### src/hw/rtl/jss_pkg.sv
// shared types and constants for the jacobi stencil sweep block
package jss_pkg;

   localparam int MAX_WIDTH_DEF     = 1024;
   localparam int FIFO_DEPTH_DEF    = 8;
   localparam int MAX_HEIGHT        = 4096;
   localparam int MIN_GRID          = 3;

   localparam int SAMPLE_W          = 32;
   localparam int ROW_W             = 12;
   localparam int COL_W             = 10;
   localparam int RES_W             = 64;
   localparam int GRID_WIDTH_W      = 11;
   localparam int GRID_HEIGHT_W     = 13;
   localparam int CSR_ADDR_W        = 2;
   localparam int CSR_DATA_W        = 16;
   localparam int RSP_DATA_W        = 120;
   localparam int PAD_W             = RSP_DATA_W - (RES_W + COL_W + ROW_W + SAMPLE_W);

   localparam int RESET_GRID_WIDTH  = 8;
   localparam int RESET_GRID_HEIGHT = 8;

   localparam logic [SAMPLE_W-1:0] SIGN_FLIP = 32'h8000_0000;

   typedef enum logic [CSR_ADDR_W-1:0] {
      CSR_GRID_WIDTH  = 2'd0,
      CSR_GRID_HEIGHT = 2'd1
   } csr_index_type;

   // one result transaction on its way to the output
   typedef struct packed {
      logic                last;
      logic [RES_W-1:0]    residual;
      logic [COL_W-1:0]    col_index;
      logic [ROW_W-1:0]    row_index;
      logic [SAMPLE_W-1:0] new_value;
   } result_type;

   // per-stage control flags
   typedef struct packed {
      logic valid;
      logic interior;
      logic tile_end;
   } ctl_type;

endpackage

### src/hw/rtl/jss_fifo.sv
// result queue between the stencil pipeline and the output channel
module jss_fifo #(
   parameter int DEPTH = jss_pkg::FIFO_DEPTH_DEF
) (
   input  logic                clock,
   input  logic                reset,
   input  logic                push_valid,
   input  jss_pkg::result_type push_data,
   output logic                pop_valid,
   input  logic                pop_ready,
   output jss_pkg::result_type pop_data
);

   localparam int PW = (DEPTH > 1) ? $clog2(DEPTH) : 1;
   localparam int NW = $clog2(DEPTH + 1);

   jss_pkg::result_type entry_ff [DEPTH];
   logic [PW-1:0] wr_ptr_ff, wr_ptr_in;
   logic [PW-1:0] rd_ptr_ff, rd_ptr_in;
   logic [NW-1:0] count_ff, count_in;
   logic          pop;

   assign pop_valid = (count_ff != '0);
   assign pop_data  = entry_ff[rd_ptr_ff];
   assign pop       = pop_valid && pop_ready;

   always_comb begin
      wr_ptr_in = wr_ptr_ff;
      rd_ptr_in = rd_ptr_ff;
      count_in  = count_ff;
      if (push_valid) begin
         wr_ptr_in = (wr_ptr_ff == PW'(DEPTH - 1)) ? '0 : wr_ptr_ff + 1'b1;
      end
      if (pop) begin
         rd_ptr_in = (rd_ptr_ff == PW'(DEPTH - 1)) ? '0 : rd_ptr_ff + 1'b1;
      end
      if (push_valid && !pop) begin
         count_in = count_ff + 1'b1;
      end else if (pop && !push_valid) begin
         count_in = count_ff - 1'b1;
      end
   end

   always_ff @(posedge clock) begin
      if (reset) begin
         wr_ptr_ff <= '0;
         rd_ptr_ff <= '0;
         count_ff  <= '0;
      end else begin
         wr_ptr_ff <= wr_ptr_in;
         rd_ptr_ff <= rd_ptr_in;
         count_ff  <= count_in;
      end
   end

   always_ff @(posedge clock) begin
      if (push_valid) begin
         entry_ff[wr_ptr_ff] <= push_data;
      end
   end

endmodule

### config.mk
export PLATFORM = sky130hd
export DESIGN_NAME = jss_fifo
export DESIGN_NICKNAME = d
export VERILOG_FILES = /design/src/hw/rtl/jss_pkg.sv /design/src/hw/rtl/jss_fifo.sv
export SDC_FILE = /design/constraint.sdc
export NUM_CORES = 1
export LEC_CHECK = 0
export BUFFER_PORTS_ARGS = -buffer_cell sky130_fd_sc_hd__buf_2
export CAP_MARGIN = 0
export CORE_MARGIN = 4
export CORE_UTILIZATION = 44
export CTS_CLUSTER_SIZE = 30
export DETAILED_ROUTE_END_ITERATION = 16
export MAX_ROUTING_LAYER = met4
export PLACE_DENSITY_LB_ADDON = 0.12
export SLEW_MARGIN = 40
export SYNTH_ARGS = -nofsm -noshare
export SYNTH_HDL_FRONTEND = slang
export SYNTH_SLANG_ARGS = --single-unit
### constraint.sdc
create_clock -name clock -period 19.1 [get_ports clock]
set_clock_uncertainty 0.2 [all_clocks]
set_input_delay 5.73 -clock clock [delete_from_list [all_inputs] [get_ports clock]]
set_output_delay 5.73 -clock clock [all_outputs]
set_load 0.03 [all_outputs]
Yosys cells after proc, flatten, opt, wreduce, memory -nomap -nowiden
Memories as Yosys holds them, arrays and structs flattened. A register that Yosys moved wholly into a read port is not among the register bits.
Cells that the tools add are included.
- RAM bits: 952
- logic and storage cells: 25
- register bits after elaboration: 10
- memories: 1
- input port bits: 123
- output and inout port bits: 120
- equality and inequality tests: 2
- $add $sub $neg: 4
- reductions and logical operators: 7
- multiplexer cells: 8
- memories (memory ; depth ; bits a word ; rd ports ; clocked after memory_dff ; write ports ; line ; RTL):
    entry_ff ; 8 ; 119 ; 1 ; 1 ; 1 ; jss_fifo.sv:17 ; jss_pkg::result_type entry_ff [DEPTH];
- operator list (cell ; count):
    two-way mux 3 bit ; 4
    two-way mux 4 bit ; 2
    adder 3 x 1 -> 3 bit (second input constant) ; 2
    == test 3 bit (second input constant) ; 2
    adder 4 x 1 -> 4 bit (second input constant) ; 1
    nonzero test 4 bit ; 1
    subtractor 4 x 1 -> 4 bit (second input constant) ; 1
    logical AND 1 bit ; 3
    zero test 1 bit ; 2
    two-way mux 1 bit ; 2
    nonzero test 2 bit ; 1

Depth between registers and ports, before layout
- word-level depth: 5
- gate-level depth with buffers: 9
- depth with buffers taken out: 9

Worst setup path before layout
OpenSTA, ideal clock, no wires.
- path type: input port to flip-flop
- start: input push_valid
- end: memory entry_ff[0][0] in the netlist's numbering, enable pin
- slack: 4280 ps
- setup time: 743 ps
- buffers on the path: 0
- arrival time: 13877 ps
- cell stages on the path: 2
- cells stage by stage: nand2b_1 -> nor3_1
- word-level cells in the longest chain between the ends: 2
- ends and longest elaborated chain (element ; line ; RTL):
    from (decl) ; jss_fifo.sv:7 ; input logic push_valid,
    two-way mux 1 bit ; jss_fifo.sv:57 ; if (push_valid) begin
    two-way mux 1 bit (implied by the code) ; jss_fifo.sv:58 ; entry_ff[wr_ptr_ff] <= push_data;
    to (decl) ; jss_fifo.sv:17 ;
Every way passes these cells.

==> flow_metrics.py <==
metrics = {
    "route": {
        "drt_wl_total_um": 75700,
        "drt_iter0_markers": 918,
        "routedWlPerCell_um": 25.9,
        "drc_errors": 0,
        "vias": 15900,
        "dr.pass1.iters": 5,
        "antenna_left": 0,
        "viasPerCell": 5.43,
    },
    "worst_setup_path": {
        "timing.rr.start": "wr_ptr_ff[2]$_SDFFE_PP0P_",
        "rrSetupSlack_ps": 16180,
        "worst-r2r-cell-count": 4,
        "cp_data_arrival_time_ps": 3720,
        "r2r-end": "entry_ff[5][24]$_DFFE_PP_",
        "required_ps": 13170,
        "crit_path_end": "pop_data[82]",
        "cp-start-kind": "register",
        "endpoint_kind": "output pin",
        "crit_fanout": 44,
        "critPathKind": "reg -> out",
    },
    "pwr": {
        "p_sw_frac": 0.255,
        "pwr-share-clk": 0.362,
        "pwr-share-comb": 0.172,
        "seqPwrFrac": 0.466,
        "p_int_mw": 3.86,
        "total_power_mw": 5.17,
        "p_switching_mw": 1.32,
        "p_leak_nw": 13.7,
        "ir_worst_vdd_v": 0.000102,
        "power_density_mw_per_mm2": 121,
    },
    "sta": {
        "setup_tns_ps": 0,
        "slew_headroom": 0.458,
        "rsz0062_at_grt": "false",
        "finalCritPeriodShare": 0.505,
        "slew_violations": 0,
        "whs_ps": 280,
        "fmax_ghz": 0.104,
        "setup_viol": 0,
        "layout_setup_ws_ps": 9450,
        "worst_pin_slew_ps": 813,
        "min_period_ps": 9650,
        "hold_viol_final": 0,
    },
    "die": {
        "design.die.area_mm2": 0.0883,
        "core_area_mm2": 0.0825,
        "die_w_um": 297,
        "dieHeight_um": 297,
        "rows": 105,
        "start_util": 0.446,
        "pin_count": 243,
    },
    "place": {
        "dp_hpwl_um": 39800,
        "placed_cell_area_mm2": 0.0394,
        "gp_congestion": 0.689,
        "portBuffers": 242,
        "dp_cells": 2724,
        "dp_slack_ps": 9780,
    },
    "finish": {
        "fillCellCount": 6471,
        "drive_above_1_share": 0.380,
        "final_common_cell": "edfxtp_1",
        "mostFrequentLayoutCells": "952 x edfxtp_1, 242 x buf_2, 153 x mux4_2, 120 x mux2_2, 101 x clkbuf_16",
        "multiInputGateArea_mm2": 0.00744,
        "syn2layout_area_growth_pct": 15.9,
        "fin_area_mm2": 0.0426,
        "seq_area_mm2": 0.0289,
        "fin_cells": 2927,
        "nNetsFinal": 1888,
        "fin_util": 0.517,
    },
    "cts": {
        "numCtsBuffers": 101,
        "cts_max_level": 3,
        "clk_path_buf_depth": 3,
        "clk_pin_slew_worst_paths_ps": 60,
        "cts_tree": "yes",
        "postCtsSetupBuffers": 0,
        "postCtsHoldBufs": 0,
        "cts-root-buf": "clkbuf_16",
        "clock_sinks": 965,
        "cts_resized": 0,
        "clk_latency_ps": 630,
    },
    "grt": {
        "grt_pass1_wl_um": 113000,
        "grt_overflow_total": 0,
        "grt_max_degree": 101,
        "grt_pass1_vias": 17100,
        "grt.total_usage": 0.176,
        "antenna_found_initial": 17,
    },
    "synth": {
        "synthCells": 1449,
        "synth_edf_count": 952,
        "yosysUniqueCellTypes": 29,
        "yosysWarnings": 0,
        "seq_area_frac_synth": 0.784,
        "netlist_area_mm2": 0.0368,
        "avgSynthCellArea_um2": 25.4,
        "async_flop_share": 0,
        "syn-num-nets": 1580,
        "yosys_register_bits": 965,
        "synth_ff_type": "edfxtp_1",
    },
    "hold_path": {
        "hp-class": "reg -> reg",
        "min_from": "rd_ptr_ff[2]$_SDFFE_PP0P_",
    },
    "outcome": {
        "status": "finished clean",
    },
    "job": {
        "cap_violations": 0,
    },
}
[cells in the mapped netlist (3+ instances only)]
cell type,count,area [um2]
nand2_1,7,26.3
dfxtp_1,13,260
edfxtp_1,952,28600
buf_8,17,255
nand2b_1,3,18.8
mux2_2,120,1350
buf_6,7,78.8
buf_1,10,37.5
buf_2,4,20.0
a21oi_1,7,35.0
clkbuf_1,28,105
mux4_1,85,2230
nor2_1,17,63.8
ha_1,7,87.6
mux4_2,153,3450
[cell type report]
cell class / instances / area share
antenna: 16 / 0.000940
clock buffer: 123 / 0.0612
clock inverter: 64 / 0.0133
inverter: 2 / 0.000176
multi-input combinational: 414 / 0.175
sequential: 965 / 0.677
tap: 1070 / 0.0314
timing repair buffer: 273 / 0.0412
[worst max-delay path: stages, from the launching register on]
cell and delay, ps:
dfxtp_4 670, buf_4 410, buf_12 270, buf_6 530
mux4_1 640, mux2_2 280, buf_2 190
[flip-flops by register name, summed over array words and instances (netlist names), named ones only]
| register | flops |
|---|---|
| rd_ptr_ff | 3 |
| wr_ptr_ff | 3 |
| count_ff | 4 |
| entry_ff | 952 |
[per-layer routing]
layer	GRT usage	routed length, um	part of all wire
met5	-	0	0
met4	0.0420	1560	0.021
met1	0.223	31800	0.42
met2	0.288	38000	0.50
met3	0.0450	4320	0.057
[worst min path at each step]
stage / endpoint / slack, ps / cells after the start
after global placement: register / 260 / 2
after detailed placement: register / 270 / 2
after global routing: register / 300 / 2
after CTS: register / 280 / 2
after floorplan: register / 250 / 2
final: register / 280 / 2
[power groups by stage]
stage | combinational [mW] | sequential [mW] | clock, mW
global placement | 0.879 | 2.46 | 0
finish | 0.892 | 2.41 | 1.87
global route | 0.956 | 2.41 | 2.02
floorplan | 0.709 | 2.44 | 0
detailed placement | 0.912 | 2.45 | 0
CTS | 0.915 | 2.41 | 1.92
[cell families after synthesis]
group                      after synthesis  synth area share
adders and majority gates                8           0.00293
DFF                                    965             0.784
and+or+nand+nor                         35           0.00429
muxes                                  360             0.192
buffers and inverters                   70            0.0148
AOI/OAI and AO/OA                        9           0.00133
xor gates and xnor gates                 2          0.000476
Power figures use the tool's default switching activity.
